### src/hdl/assert_macros.svh
// Assertion helpers for the RTL files, included by aesgf_power_pipe.
`ifndef ASSERT_MACROS_SVH
`define ASSERT_MACROS_SVH

// Same-cycle implication, disabled while reset is asserted.
`define ASSERT_IMPL(label, clk, rstn, ante, cons) \
    label: assert property (@(posedge clk) disable iff (!(rstn)) (ante) |-> (cons)) \
        else $error("assertion failed: same-cycle implication");

// Next-cycle implication, disabled while reset is asserted.
`define ASSERT_NEXT(label, clk, rstn, ante, cons) \
    label: assert property (@(posedge clk) disable iff (!(rstn)) (ante) |=> (cons)) \
        else $error("assertion failed: next-cycle implication");

`endif

### src/hdl/aesgf_pkg.sv
package aesgf_pkg;

    localparam int unsigned BYTE_W = 8;

    localparam logic [BYTE_W-1:0] AFFINE_CONST = 8'h63;
    localparam logic [BYTE_W-1:0] REDUCE_CONST = 8'h1B;
    localparam logic [BYTE_W-1:0] TOP_BIT      = 8'h80;

    typedef logic [BYTE_W-1:0] gf_byte_t;

    // One pipeline beat handed between modules.
    typedef struct packed {
        logic     valid;
        gf_byte_t data;
    } pipe_beat_t;

    // Multiply by x modulo the field polynomial.
    function automatic gf_byte_t gf_double(input gf_byte_t v);
        gf_byte_t shifted;
        shifted = {v[BYTE_W-2:0], 1'b0};
        if ((v & TOP_BIT) != '0) begin
            shifted = shifted ^ REDUCE_CONST;
        end
        return shifted;
    endfunction

    // Field product, most significant bit of q first.
    function automatic gf_byte_t gf_mul(input gf_byte_t p, input gf_byte_t q);
        gf_byte_t acc;
        acc = '0;
        for (int bit_idx = BYTE_W - 1; bit_idx >= 0; bit_idx--) begin
            acc = gf_double(acc);
            if (q[bit_idx]) begin
                acc = acc ^ p;
            end
        end
        return acc;
    endfunction

    // AES affine transform of an inverse.
    function automatic gf_byte_t aes_affine(input gf_byte_t inv);
        gf_byte_t r1, r2, r3, r4;
        r1 = {inv[6:0], inv[7]};
        r2 = {inv[5:0], inv[7:6]};
        r3 = {inv[4:0], inv[7:5]};
        r4 = {inv[3:0], inv[7:4]};
        return inv ^ r1 ^ r2 ^ r3 ^ r4 ^ AFFINE_CONST;
    endfunction

endpackage

### src/hdl/aes_sbox_gf_inverse_unit.sv
// Computes the AES forward S-box of one byte per beat without a lookup table:
// the inverse in GF(2^8) is formed as the byte raised to the 254th power
// through eleven field multiplications, zero mapping to zero, followed by the
// AES affine transform. The unit takes a new byte every cycle while the output
// is not stalled. Each result passes through the five register stages of the
// multiplication chain, those of the power pipeline and then the output
// register, each stage holding at most two dependent field products; a stall
// on the output side fills the empty stages first and loses no beat.
module aes_sbox_gf_inverse_unit
    import aesgf_pkg::*;
(
    input  logic       aclk,
    input  logic       aresetn,
    input  logic       s_tvalid,
    output logic       s_tready,
    input  logic [7:0] s_tdata,   // [7:0] in_byte
    output logic       m_tvalid,
    input  logic       m_tready,
    output logic [7:0] m_tdata    // [7:0] sub_byte
);

    pipe_beat_t in_beat, mid_beat;
    logic       mid_ready;

    assign in_beat.valid = s_tvalid;
    assign in_beat.data  = s_tdata;

    // Power chain up to the 127th power.
    aesgf_power_pipe u_power (
        .aclk      (aclk),
        .aresetn   (aresetn),
        .in_beat   (in_beat),
        .in_ready  (s_tready),
        .out_beat  (mid_beat),
        .out_ready (mid_ready)
    );

    // Last squaring, affine transform and output register.
    aesgf_affine_stage u_affine (
        .aclk      (aclk),
        .aresetn   (aresetn),
        .in_beat   (mid_beat),
        .in_ready  (mid_ready),
        .out_valid (m_tvalid),
        .out_data  (m_tdata),
        .out_ready (m_tready)
    );

endmodule

### src/hdl/aesgf_power_pipe.sv
`include "assert_macros.svh"

module aesgf_power_pipe
    import aesgf_pkg::*;
(
    input  logic       aclk,
    input  logic       aresetn,
    input  pipe_beat_t in_beat,
    output logic       in_ready,
    output pipe_beat_t out_beat,
    input  logic       out_ready
);

    // Stage valid bits.
    logic v1_reg, v2_reg, v3_reg, v4_reg;
    logic v1_next, v2_next, v3_next, v4_next;
    logic rdy1, rdy2, rdy3, rdy4;

    // Stage payloads, named by the power of the input they hold.
    gf_byte_t e3_1_reg, e4_1_reg;
    gf_byte_t e7_2_reg, e15_2_reg;
    gf_byte_t e7_3_reg, e60_3_reg;
    gf_byte_t e127_4_reg;

    gf_byte_t e2_c, e7_c, e8_c, e30_c, e67_c;

    // A stage takes a beat when it is empty or its content moves on.
    assign rdy4     = !v4_reg || out_ready;
    assign rdy3     = !v3_reg || rdy4;
    assign rdy2     = !v2_reg || rdy3;
    assign rdy1     = !v1_reg || rdy2;
    assign in_ready = rdy1;

    assign v1_next = rdy1 ? in_beat.valid : v1_reg;
    assign v2_next = rdy2 ? v1_reg : v2_reg;
    assign v3_next = rdy3 ? v2_reg : v3_reg;
    assign v4_next = rdy4 ? v3_reg : v4_reg;

    // Products formed between the stage registers.
    always_comb begin
        e2_c  = gf_mul(in_beat.data, in_beat.data);
        e7_c  = gf_mul(e3_1_reg, e4_1_reg);
        e8_c  = gf_mul(e4_1_reg, e4_1_reg);
        e30_c = gf_mul(e15_2_reg, e15_2_reg);
        e67_c = gf_mul(e7_3_reg, e60_3_reg);
    end

    // Valid bits are control state and are reset.
    always_ff @(posedge aclk) begin
        if (!aresetn) begin
            v1_reg <= 1'b0;
            v2_reg <= 1'b0;
            v3_reg <= 1'b0;
            v4_reg <= 1'b0;
        end else begin
            v1_reg <= v1_next;
            v2_reg <= v2_next;
            v3_reg <= v3_next;
            v4_reg <= v4_next;
        end
    end

    // Payloads load whenever their stage takes a beat.
    always_ff @(posedge aclk) begin
        if (rdy1) begin
            e3_1_reg <= gf_mul(e2_c, in_beat.data);
            e4_1_reg <= gf_mul(e2_c, e2_c);
        end
        if (rdy2) begin
            e7_2_reg  <= e7_c;
            e15_2_reg <= gf_mul(e7_c, e8_c);
        end
        if (rdy3) begin
            e7_3_reg  <= e7_2_reg;
            e60_3_reg <= gf_mul(e30_c, e30_c);
        end
        if (rdy4) begin
            e127_4_reg <= gf_mul(e60_3_reg, e67_c);
        end
    end

    assign out_beat.valid = v4_reg;
    assign out_beat.data  = e127_4_reg;

    // Input is refused only when every stage is occupied.
    `ASSERT_IMPL(a_full_when_stalled, aclk, aresetn, !in_ready,
                 v1_reg && v2_reg && v3_reg && v4_reg)
    // A beat held at the last stage stays, with its value.
    `ASSERT_NEXT(a_last_holds, aclk, aresetn, v4_reg && !out_ready,
                 v4_reg && $stable(e127_4_reg))
    // An occupied stage that cannot drain keeps its beat.
    `ASSERT_NEXT(a_mid_holds, aclk, aresetn, v2_reg && !rdy3,
                 v2_reg && $stable(e15_2_reg) && $stable(e7_2_reg))

endmodule

### src/hdl/aesgf_affine_stage.sv
module aesgf_affine_stage
    import aesgf_pkg::*;
(
    input  logic       aclk,
    input  logic       aresetn,
    input  pipe_beat_t in_beat,
    output logic       in_ready,
    output logic       out_valid,
    output gf_byte_t   out_data,
    input  logic       out_ready
);

    logic     out_valid_reg, out_valid_next;
    gf_byte_t out_data_reg;
    gf_byte_t inv_c;

    // The output register takes a beat when empty or being drained.
    assign in_ready       = !out_valid_reg || out_ready;
    assign out_valid_next = in_ready ? in_beat.valid : out_valid_reg;

    // Final squaring gives the inverse, then the affine map.
    assign inv_c = gf_mul(in_beat.data, in_beat.data);

    always_ff @(posedge aclk) begin
        if (!aresetn) begin
            out_valid_reg <= 1'b0;
        end else begin
            out_valid_reg <= out_valid_next;
        end
    end

    always_ff @(posedge aclk) begin
        if (in_ready) begin
            out_data_reg <= aes_affine(inv_c);
        end
    end

    assign out_valid = out_valid_reg;
    assign out_data  = out_data_reg;

endmodule

### config.mk
export PLATFORM = sky130hd
export DESIGN_NAME = aes_sbox_gf_inverse_unit
export DESIGN_NICKNAME = d
export VERILOG_FILES = /design/src/hdl/aesgf_pkg.sv /design/src/hdl/aes_sbox_gf_inverse_unit.sv /design/src/hdl/aesgf_power_pipe.sv /design/src/hdl/aesgf_affine_stage.sv
export VERILOG_INCLUDE_DIRS = /design/src /design/src/hdl
export SDC_FILE = /design/constraint.sdc
export NUM_CORES = 1
export LEC_CHECK = 0
export BUFFER_PORTS_ARGS = -buffer_cell sky130_fd_sc_hd__buf_2
export CORE_MARGIN = 10
export CORE_UTILIZATION = 50
export DETAILED_ROUTE_END_ITERATION = 7
export GPL_ROUTABILITY_DRIVEN = 0
export MAX_ROUTING_LAYER = met4
export PLACE_DENSITY = 0.66
export REMOVE_ABC_BUFFERS = 1
export SETUP_SLACK_MARGIN = 0.5
export SYNTH_ARGS = -nofsm -noshare
export SYNTH_HDL_FRONTEND = slang
export SYNTH_SLANG_ARGS = --single-unit
export TNS_END_PERCENT = 50
### constraint.sdc
create_clock -name aclk -period 5.27 [get_ports aclk]
set_clock_uncertainty 0.1 [all_clocks]
set_input_delay 0 -clock aclk [delete_from_list [all_inputs] [get_ports aclk]]
set_output_delay 0 -clock aclk [all_outputs]
set_load 0.1 [all_outputs]
==> results of run 1 <==
## logic make-up after synthesis
logic type | after synthesis | share of synthesized area
xor+xnor | 381 | 0.427
simple gates | 381 | 0.167
compound gates | 163 | 0.113
buf+inv | 117 | 0.0528
flops | 69 | 0.215
mux | 15 | 0.0162
fa+ha+maj | 6 | 0.00798
## metrics by stage
| stage | utilization | setup WS [ns] | cell area (µm²) | hold WS, ns |
|---|---|---|---|---|
| after global routing | 0.538 | 0.502 | 9990 | 0.255 |
| final | 0.538 | 0.702 | 9990 | 0.232 |
| after floorplan | - | 0.881 | 9020 | 0.0177 |
| after CTS | 0.535 | 0.725 | 9950 | 0.215 |
| after detailed placement | 0.518 | 0.722 | 9630 | 0.172 |
| after global placement | 0.518 | 0.755 | 9630 | 0.172 |
## repair_timing
action,4_1_cts,5_1_grt
hold endpoints to repair,5,0
resized for setup,0,0
hold buffers,3,0
setup endpoints to repair,0,2
buffers inserted,0,6
## cell type report
| cell class | count | area, µm² |
|---|---|---|
| clock buffers | 9 | 225 |
| clock inverters | 7 | 65.1 |
| fillers | 1727 | 8590 |
| inverters | 31 | 116 |
| multi-input cells | 946 | 6890 |
| flip-flops and latches | 69 | 2020 |
| well taps | 234 | 293 |
| repair buffers | 57 | 383 |
## worst paths after layout
path / start / depth (start not counted) / slack (ns) / endpoint
worst min-delay path: s_tdata[0] / 4 / 0.23 / u_power.e3_1_reg[0]
worst max register to register: u_power.e3_1_reg[7] / 12 / 0.70 / u_power.e15_2_reg[3]
worst max-delay path: u_power.e3_1_reg[7] / 12 / 0.70 / u_power.e15_2_reg[3]
worst min register to register: u_power.e7_2_reg[3] / 0 / 0.32 / u_power.e7_3_reg[3]
## placed cells by master (no fill, tap or decap), types with 6 or more instances in the layout
cell,n
xor2_1,77
nand3_1,16
a21oi_1,39
xnor3_1,35
xnor2_1,249
clkbuf_16,9
xnor2_2,12
ha_1,6
nor2_1,63
nor3_1,15
o211ai_1,6
nand2_1,252
inv_1,26
edfxtp_1,64
o22ai_1,10
mux2i_1,13
nand2b_1,8
a32oi_1,7
buf_2,21
o21ai_0,48
buf_4,33
## worst max-delay path, cell delays in order (launching register included)
cell and delay [ns]:
edfxtp_1 0.61, xor2_1 0.25, nand2_1 0.09, xnor3_2 0.49
xnor3_1 0.45, xor3_2 0.61, inv_2 0.17, nand2_1 0.08
xnor3_2 0.45, xnor2_2 0.27, xnor2_2 0.17, xnor3_1 0.44
xnor2_1 0.13
## metal layers
metal | wire length (µm) | vias up
met4 | 266 | 0
met2 | 10300 | 201
met1 | 9890 | 3461
li1 | - | 3697
met3 | 1000 | 22
met5 | 0 | -
==> flow_metrics.py, run 1 <==
metrics = {
    "clock_network": {
        "ctsLongestPathBuffers": 2,
        "numClockSinks": 69,
        "clk_pin_slew_ns": 0.05,
        "clkLatencyLatePin_ns": 0.34,
        "htreeDepth": 3,
        "cts_buffers": 9,
        "cts_tree": "built",
        "ctsRootBufferMaster": "clkbuf_16",
    },
    "synth": {
        "synth.ff_latch_count": 69,
        "synthFlopType": "edfxtp_1",
        "synth_commonest_cells": "nand2_1 (252), xnor2_1 (249), xor2_1 (77)",
        "post-synth-top-count-cell": "nand2_1",
        "synth_top_area_cell": "xnor2_1",
        "seq_area_frac_synth": 0.215,
        "synthArstFlopShare": 0,
        "avgSynthCellArea_um2": 8.31,
        "synth_top_area_frac": 0.232,
        "syn_inst": 1132,
        "ys_types": 69,
        "synth.area.top_cells": "xnor2_1 (23%), edfxtp_1 (20%), nand2_1 (10%)",
        "syn_area_um2": 9410,
        "synth_edf_count": 64,
        "yosysWarnings": 0,
    },
    "timing": {
        "worst_slew_pin_slew_ns": 0.938,
        "max_freq_ghz": 0.219,
        "grt_setup_unrepaired": "false",
        "maxSlewViolCount": 0,
        "finalSetupViolCount": 0,
        "tns_ns": 0,
        "hold_viol_final": 0,
        "relSlewSlack": 0.370,
        "period_share": 0.867,
        "fin_crit_ns": 4.57,
    },
    "global_route": {
        "overflow": 0,
        "antenna_found_initial": 0,
        "met1_usage": 0.242,
        "grt_util_met3": 0.0229,
        "grt_usage": 0.180,
        "first_global_vias": 6815,
        "use_met2": 0.284,
        "grt_max_degree": 37,
        "grt_pass1_wl_mm": 35.4,
        "gr-max-usage-layer": "met2",
    },
    "cells_and_area": {
        "syn_to_final_growth_pct": 6.23,
        "stdcell_count": 1353,
        "drive_gt1_frac": 0.0894,
        "diodes": 0,
        "layout.nets": 1132,
    },
    "floorplan": {
        "die_h_um": 157,
        "io_pins": 22,
        "rows": 50,
        "coreArea_um2": 18600,
        "die_w_um": 157,
        "dieArea_um2": 24700,
        "initial_core_util": 0.506,
    },
    "hold_path": {
        "hp-class": "in -> reg",
    },
    "worst_setup_path": {
        "worst_setup_path_start_kind": "register",
        "critPathMaxFanout": 15,
        "crit_type": "reg -> reg",
        "endpoint_kind": "register",
        "critPathRequiredTime_ns": 5.25,
        "arrival_ns": 4.54,
    },
    "detailed_routing": {
        "routed_via_density": 5.46,
        "drt_iter0_markers": 513,
        "routed_wl_mm": 21.4,
        "drt_pass1_iterations": 8,
        "vias": 7381,
        "wl_per_cell_um": 15.9,
        "drc": 0,
        "ant_nets": 0,
    },
    "placed_design": {
        "hpwl_mm": 15.5,
        "placedCellCount": 1328,
        "io_buffers": 21,
    },
    "run_status": {
        "status": "complete, no violations",
    },
    "run": {
        "drv_cap": 0,
    },
}
Power of run 1 is left out: the tool's default activity adds up to more than one toggle a clock period on the data nets, which glitch-free logic cannot reach.
==> run 2: changes to the inputs <==
--- a/config.mk
+++ b/config.mk
@@ -7,6 +7,7 @@
 export NUM_CORES = 1
 export LEC_CHECK = 0
 export BUFFER_PORTS_ARGS = -buffer_cell sky130_fd_sc_hd__buf_2
+export CORE_ASPECT_RATIO = 1.4
 export CORE_MARGIN = 10
 export CORE_UTILIZATION = 50
 export DETAILED_ROUTE_END_ITERATION = 7
==> flow_metrics.py, run 2 (synthesis results as in run 1) <==
metrics = {
    "run_status": {
        "status": "complete, no violations",
    },
    "detailed_routing": {
        "routed_wl_mm": 21.4,
        "drt_pass1_iterations": 7,
        "vias": 7335,
        "wl_per_cell_um": 15.8,
        "drt_iter0_markers": 412,
        "routed_via_density": 5.41,
        "drc": 0,
        "ant_nets": 0,
    },
    "hold_path": {
        "hold_depth": 4,
        "min_from": "s_tdata[0]",
        "hold_end": "u_power.e3_1_reg[0]",
        "hp-class": "in -> reg",
    },
    "placed_design": {
        "io_buffers": 21,
        "hpwl_mm": 16.0,
    },
    "cells_and_area": {
        "layout.nets": 1126,
        "layout_commonest_cell": "nand2_1",
        "drive_gt1_frac": 0.0854,
        "syn_to_final_growth_pct": 6.00,
        "layout_common_cells": "nand2_1 (252), xnor2_1 (248), xor2_1 (77)",
        "diodes": 0,
        "n_fill_cell": 1728,
    },
    "global_route": {
        "use_met2": 0.329,
        "met1_usage": 0.191,
        "grt_pass1_wl_mm": 35.5,
        "gr-max-usage-layer": "met2",
        "grt_usage": 0.179,
        "grt_max_degree": 37,
        "overflow": 0,
        "grt_util_met3": 0.0157,
        "first_global_vias": 7162,
        "antenna_found_initial": 0,
    },
    "clock_network": {
        "cts_buffers": 9,
        "htreeDepth": 3,
        "ctsLongestPathBuffers": 2,
        "ctsRootBufferMaster": "clkbuf_16",
        "postCtsSetupBuffers": 0,
        "cts_tree": "built",
        "numClockSinks": 69,
        "clkLatencyLatePin_ns": 0.33,
        "clk_pin_slew_ns": 0.06,
    },
    "timing": {
        "grt_setup_unrepaired": "false",
        "relSlewSlack": 0.381,
        "hold_viol_final": 0,
        "fin_crit_ns": 4.52,
        "worst_slew_pin_slew_ns": 0.923,
        "max_freq_ghz": 0.221,
        "period_share": 0.857,
        "finalSetupViolCount": 0,
        "tns_ns": 0,
        "maxSlewViolCount": 0,
    },
    "floorplan": {
        "io_pins": 22,
        "rows": 59,
        "die_w_um": 136,
        "initial_core_util": 0.508,
        "coreArea_um2": 18500,
        "die_h_um": 182,
        "dieArea_um2": 24800,
    },
    "worst_setup_path": {
        "worstRegToRegCells": 11,
        "critPathRequiredTime_ns": 5.24,
        "endpoint_kind": "register",
        "arrival_ns": 4.49,
        "reg2reg_from": "u_power.e7_3_reg[6]",
        "ff2ff_setup_slack_ns": 0.75,
        "critPathMaxFanout": 14,
        "r2r-end": "u_power.e127_4_reg[4]",
        "crit_type": "reg -> reg",
        "worst_setup_path_start_kind": "register",
    },
    "run": {
        "drv_cap": 0,
    },
}
==> run 2: worst max-delay path by stage <==
stage                               startpoint               endpoint
final                      u_power.e7_3_reg[6]  u_power.e127_4_reg[4]
after detailed placement  u_power.e60_3_reg[5]  u_power.e127_4_reg[4]
after global routing       u_power.e7_3_reg[7]  u_power.e127_4_reg[4]
after floorplan            u_power.e4_1_reg[5]   u_power.e15_2_reg[3]
after CTS                 u_power.e60_3_reg[5]  u_power.e127_4_reg[4]
after global placement    u_power.e60_3_reg[5]  u_power.e127_4_reg[4]
==> run 2: layout make-up <==
| cell class | instances | area (µm²) | area share |
|---|---|---|---|
| clock buffer | 9 | 225 | 0.0226 |
| sequential | 69 | 2020 | 0.203 |
| inverter | 31 | 116 | 0.0117 |
| tap | 244 | 305 | 0.0306 |
| clock inverter | 7 | 66.3 | 0.00665 |
| multi-input combinational | 946 | 6890 | 0.692 |
| timing repair buffer | 51 | 340 | 0.0341 |
==> run 2: stage by stage <==
| step | cell area, µm² | utilization | hold slack [ns] | setup slack (ns) | std cells |
|---|---|---|---|---|---|
| after floorplan | 9020 | - | 0.0177 | 0.881 | 1046 |
| after global placement | 9630 | 0.520 | 0.144 | 0.793 | 1337 |
| after detailed placement | 9630 | 0.520 | 0.159 | 0.725 | 1337 |
| after CTS | 9960 | 0.538 | 0.208 | 0.704 | 1357 |
| after global routing | 9970 | 0.538 | 0.230 | 0.527 | 1357 |
| final | 9970 | 0.538 | 0.207 | 0.752 | 1357 |
==> run 2: repair_timing <==
action / 4_1_cts / 5_1_grt
hold buffers: 4 / 0
gates resized for setup: 0 / 1
hold endpoints to repair: 5 / 0
endpoints found under the setup margin: 0 / 2
==> run 2: critical path, stage by stage, from the launching register on <==
cell and delay [ns]:
edfxtp_1 0.66, nand2_1 0.17, xnor2_2 0.23, xnor3_1 0.38
xnor2_2 0.30, xnor3_1 0.51, xnor2_2 0.39, nand2_1 0.15
xnor3_1 0.41, xnor2_2 0.20, xnor3_1 0.38, xnor3_1 0.37
==> run 2: routing by layer <==
| metal | routed length (µm) | vias up |
|---|---|---|
| li1 | - | 3686 |
| met1 | 8530 | 3457 |
| met2 | 11600 | 151 |
| met3 | 596 | 41 |
| met4 | 684 | 0 |
| met5 | 0 | - |
Power of run 2 is left out for the same reason.
==> run 3: changes to the inputs <==
--- a/config.mk
+++ b/config.mk
@@ -6,6 +6,7 @@
 export SDC_FILE = /design/constraint.sdc
 export NUM_CORES = 1
 export LEC_CHECK = 0
+export ABC_AREA = 1
 export BUFFER_PORTS_ARGS = -buffer_cell sky130_fd_sc_hd__buf_2
 export CORE_ASPECT_RATIO = 1.4
 export CORE_MARGIN = 10
==> flow_metrics.py, run 3 <==
metrics = {
    "timing": {
        "grt_setup_unrepaired": "false",
        "max_freq_ghz": 0.248,
        "finalSetupViolCount": 0,
        "maxSlewViolCount": 0,
        "fin_crit_ns": 4.04,
        "worst_slew_pin_slew_ns": 0.875,
        "hold_viol_final": 0,
        "period_share": 0.766,
        "tns_ns": 0,
        "relSlewSlack": 0.417,
    },
    "synth": {
        "synth_top_area_frac": 0.244,
        "synthArstFlopShare": 0,
        "ys_types": 41,
        "synthFlopType": "edfxtp_1",
        "synth.area.top_cells": "nand2_1 (24%), edfxtp_1 (17%), xor2_1 (13%)",
        "synth_commonest_cells": "nand2_1 (715), inv_1 (206), nand3_1 (204)",
        "synth.ff_latch_count": 69,
        "synth_top_area_cell": "nand2_1",
        "synth_edf_count": 64,
        "syn_area_um2": 11000,
        "post-synth-top-count-cell": "nand2_1",
        "avgSynthCellArea_um2": 6.07,
        "syn_inst": 1811,
        "yosysWarnings": 0,
        "seq_area_frac_synth": 0.184,
    },
    "cells_and_area": {
        "drive_gt1_frac": 0.0889,
        "diodes": 0,
        "regArea_um2": 2020,
        "layout_common_cells": "nand2_1 (715), inv_1 (206), nand3_1 (204)",
        "layout.nets": 1812,
        "multi_input_area_um2": 7760,
        "layout_commonest_cell": "nand2_1",
        "syn_to_final_growth_pct": 4.21,
        "n_fill_cell": 2306,
    },
    "worst_setup_path": {
        "critical-path-slowest-cell": "edfxtp_1",
        "endpoint_kind": "register",
        "crit_path_frequent_cell": "nand2_1",
        "critPathMaxFanout": 24,
        "critPathMaxStageDelay_ns": 0.92,
        "worst_setup_path_start_kind": "register",
        "arrival_ns": 4.04,
        "crit_type": "reg -> reg",
        "critPathRequiredTime_ns": 5.27,
    },
    "global_route": {
        "first_global_vias": 10273,
        "grt_max_degree": 25,
        "grt_pass1_wl_mm": 47.1,
        "use_met2": 0.377,
        "antenna_found_initial": 0,
        "grt_usage": 0.199,
        "grt_util_met3": 0.0153,
        "gr-max-usage-layer": "met2",
        "overflow": 0,
        "met1_usage": 0.206,
    },
    "floorplan": {
        "rows": 64,
        "die_h_um": 195,
        "io_pins": 22,
        "initial_core_util": 0.505,
        "die_w_um": 145,
        "coreArea_um2": 21800,
        "dieArea_um2": 28400,
    },
    "detailed_routing": {
        "routed_via_density": 5.13,
        "drt_pass1_iterations": 5,
        "routed_wl_mm": 27.7,
        "vias": 10752,
        "wl_per_cell_um": 13.2,
        "drc": 0,
        "ant_nets": 0,
        "drt_iter0_markers": 596,
    },
    "clock_network": {
        "ctsRootBufferMaster": "clkbuf_16",
        "numClockSinks": 69,
        "htreeDepth": 3,
        "cts_tree": "built",
        "clk_pin_slew_ns": 0.06,
        "postCtsSetupBuffers": 0,
        "clkLatencyLatePin_ns": 0.34,
        "ctsLongestPathBuffers": 2,
        "cts_buffers": 9,
    },
    "placed_design": {
        "hpwl_mm": 21.8,
        "io_buffers": 21,
    },
    "run": {
        "drv_cap": 0,
    },
    "hold_path": {
        "hp-class": "in -> reg",
    },
    "run_status": {
        "status": "complete, no violations",
    },
}
-- run 3: cell count changes in the layout (fill, tap and decap cells not counted), sizes merged, moves of 25 or more --
cell / delta
nor2: +56
nand2: +528
a21oi: -30
xor2: +92
inv: +199
buf: -25
xnor2: -177
nand3: +198
nand3b: +25
xnor3: -34
-- run 3: layer usage --
| metal | share of wire | wire length [µm] |
|---|---|---|
| met1 | 0.40 | 11000 |
| met2 | 0.54 | 14900 |
| met3 | 0.032 | 894 |
| met4 | 0.035 | 956 |
| met5 | 0 | 0 |
-- run 3: final cells by class --
type                    count  share of cell area
multi-input cells        1461               0.677
well taps                 297              0.0324
repair buffers             25              0.0124
inverters                 228              0.0747
clock inverters             7             0.00720
clock buffers               9              0.0196
flip-flops and latches     69               0.176
-- run 3: stage by stage --
step / cell area [µm²] / utilization / setup WS [ns] / hold WS [ns] / cells
6_report: 11500 / 0.526 / 1.23 / 0.0870 / 2096
5_1_grt: 11500 / 0.526 / 0.777 / 0.132 / 2096
4_1_cts: 11500 / 0.526 / 1.31 / 0.0779 / 2096
3_5_place_dp: 11100 / 0.511 / 1.32 / 0.175 / 2077
3_3_place_gp: 11100 / 0.511 / 1.43 / 0.173 / 2077
2_1_floorplan: 10600 / - / 1.68 / 0.0340 / 1758
-- run 3: path summary, 6_finish.rpt --
path	start	end	slack, ns	cells past startpoint
min reg2reg	u_power.e7_2_reg[6]	u_power.e7_3_reg[6]	0.32	0
max	u_power.e60_3_reg[6]	u_power.e127_4_reg[4]	1.23	25
min	m_tready	u_affine.out_valid	0.09	4
max reg2reg	u_power.e60_3_reg[6]	u_power.e127_4_reg[4]	1.23	25
-- run 3: logic make-up (layout without fill, tap and decap cells) --
kind of cell,count (synthesis),in the layout,synth area share
flops,69,69,0.184
fa+ha+maj,6,6,0.00682
xor+xnor,259,259,0.219
simple gates,1153,1153,0.457
buf+inv,281,269,0.110
compound gates,43,43,0.0223
-- run 3: what timing repair did --
| action | CTS | global route |
|---|---|---|
| hold endpoints to repair | 5 | 0 |
| hold buffers | 3 | 0 |
| resized for setup | 0 | 0 |
-- run 3: worst max-delay path: cells and delay by family (launching register included) --
kind | cells | cell delay (ns)
xor gates and xnor gates | 1 | 0.26
buffers and inverters | 3 | 0.24
DFF | 1 | 0.92
and+or+nand+nor | 21 | 2.27
Power of run 3 is left out for the same reason.
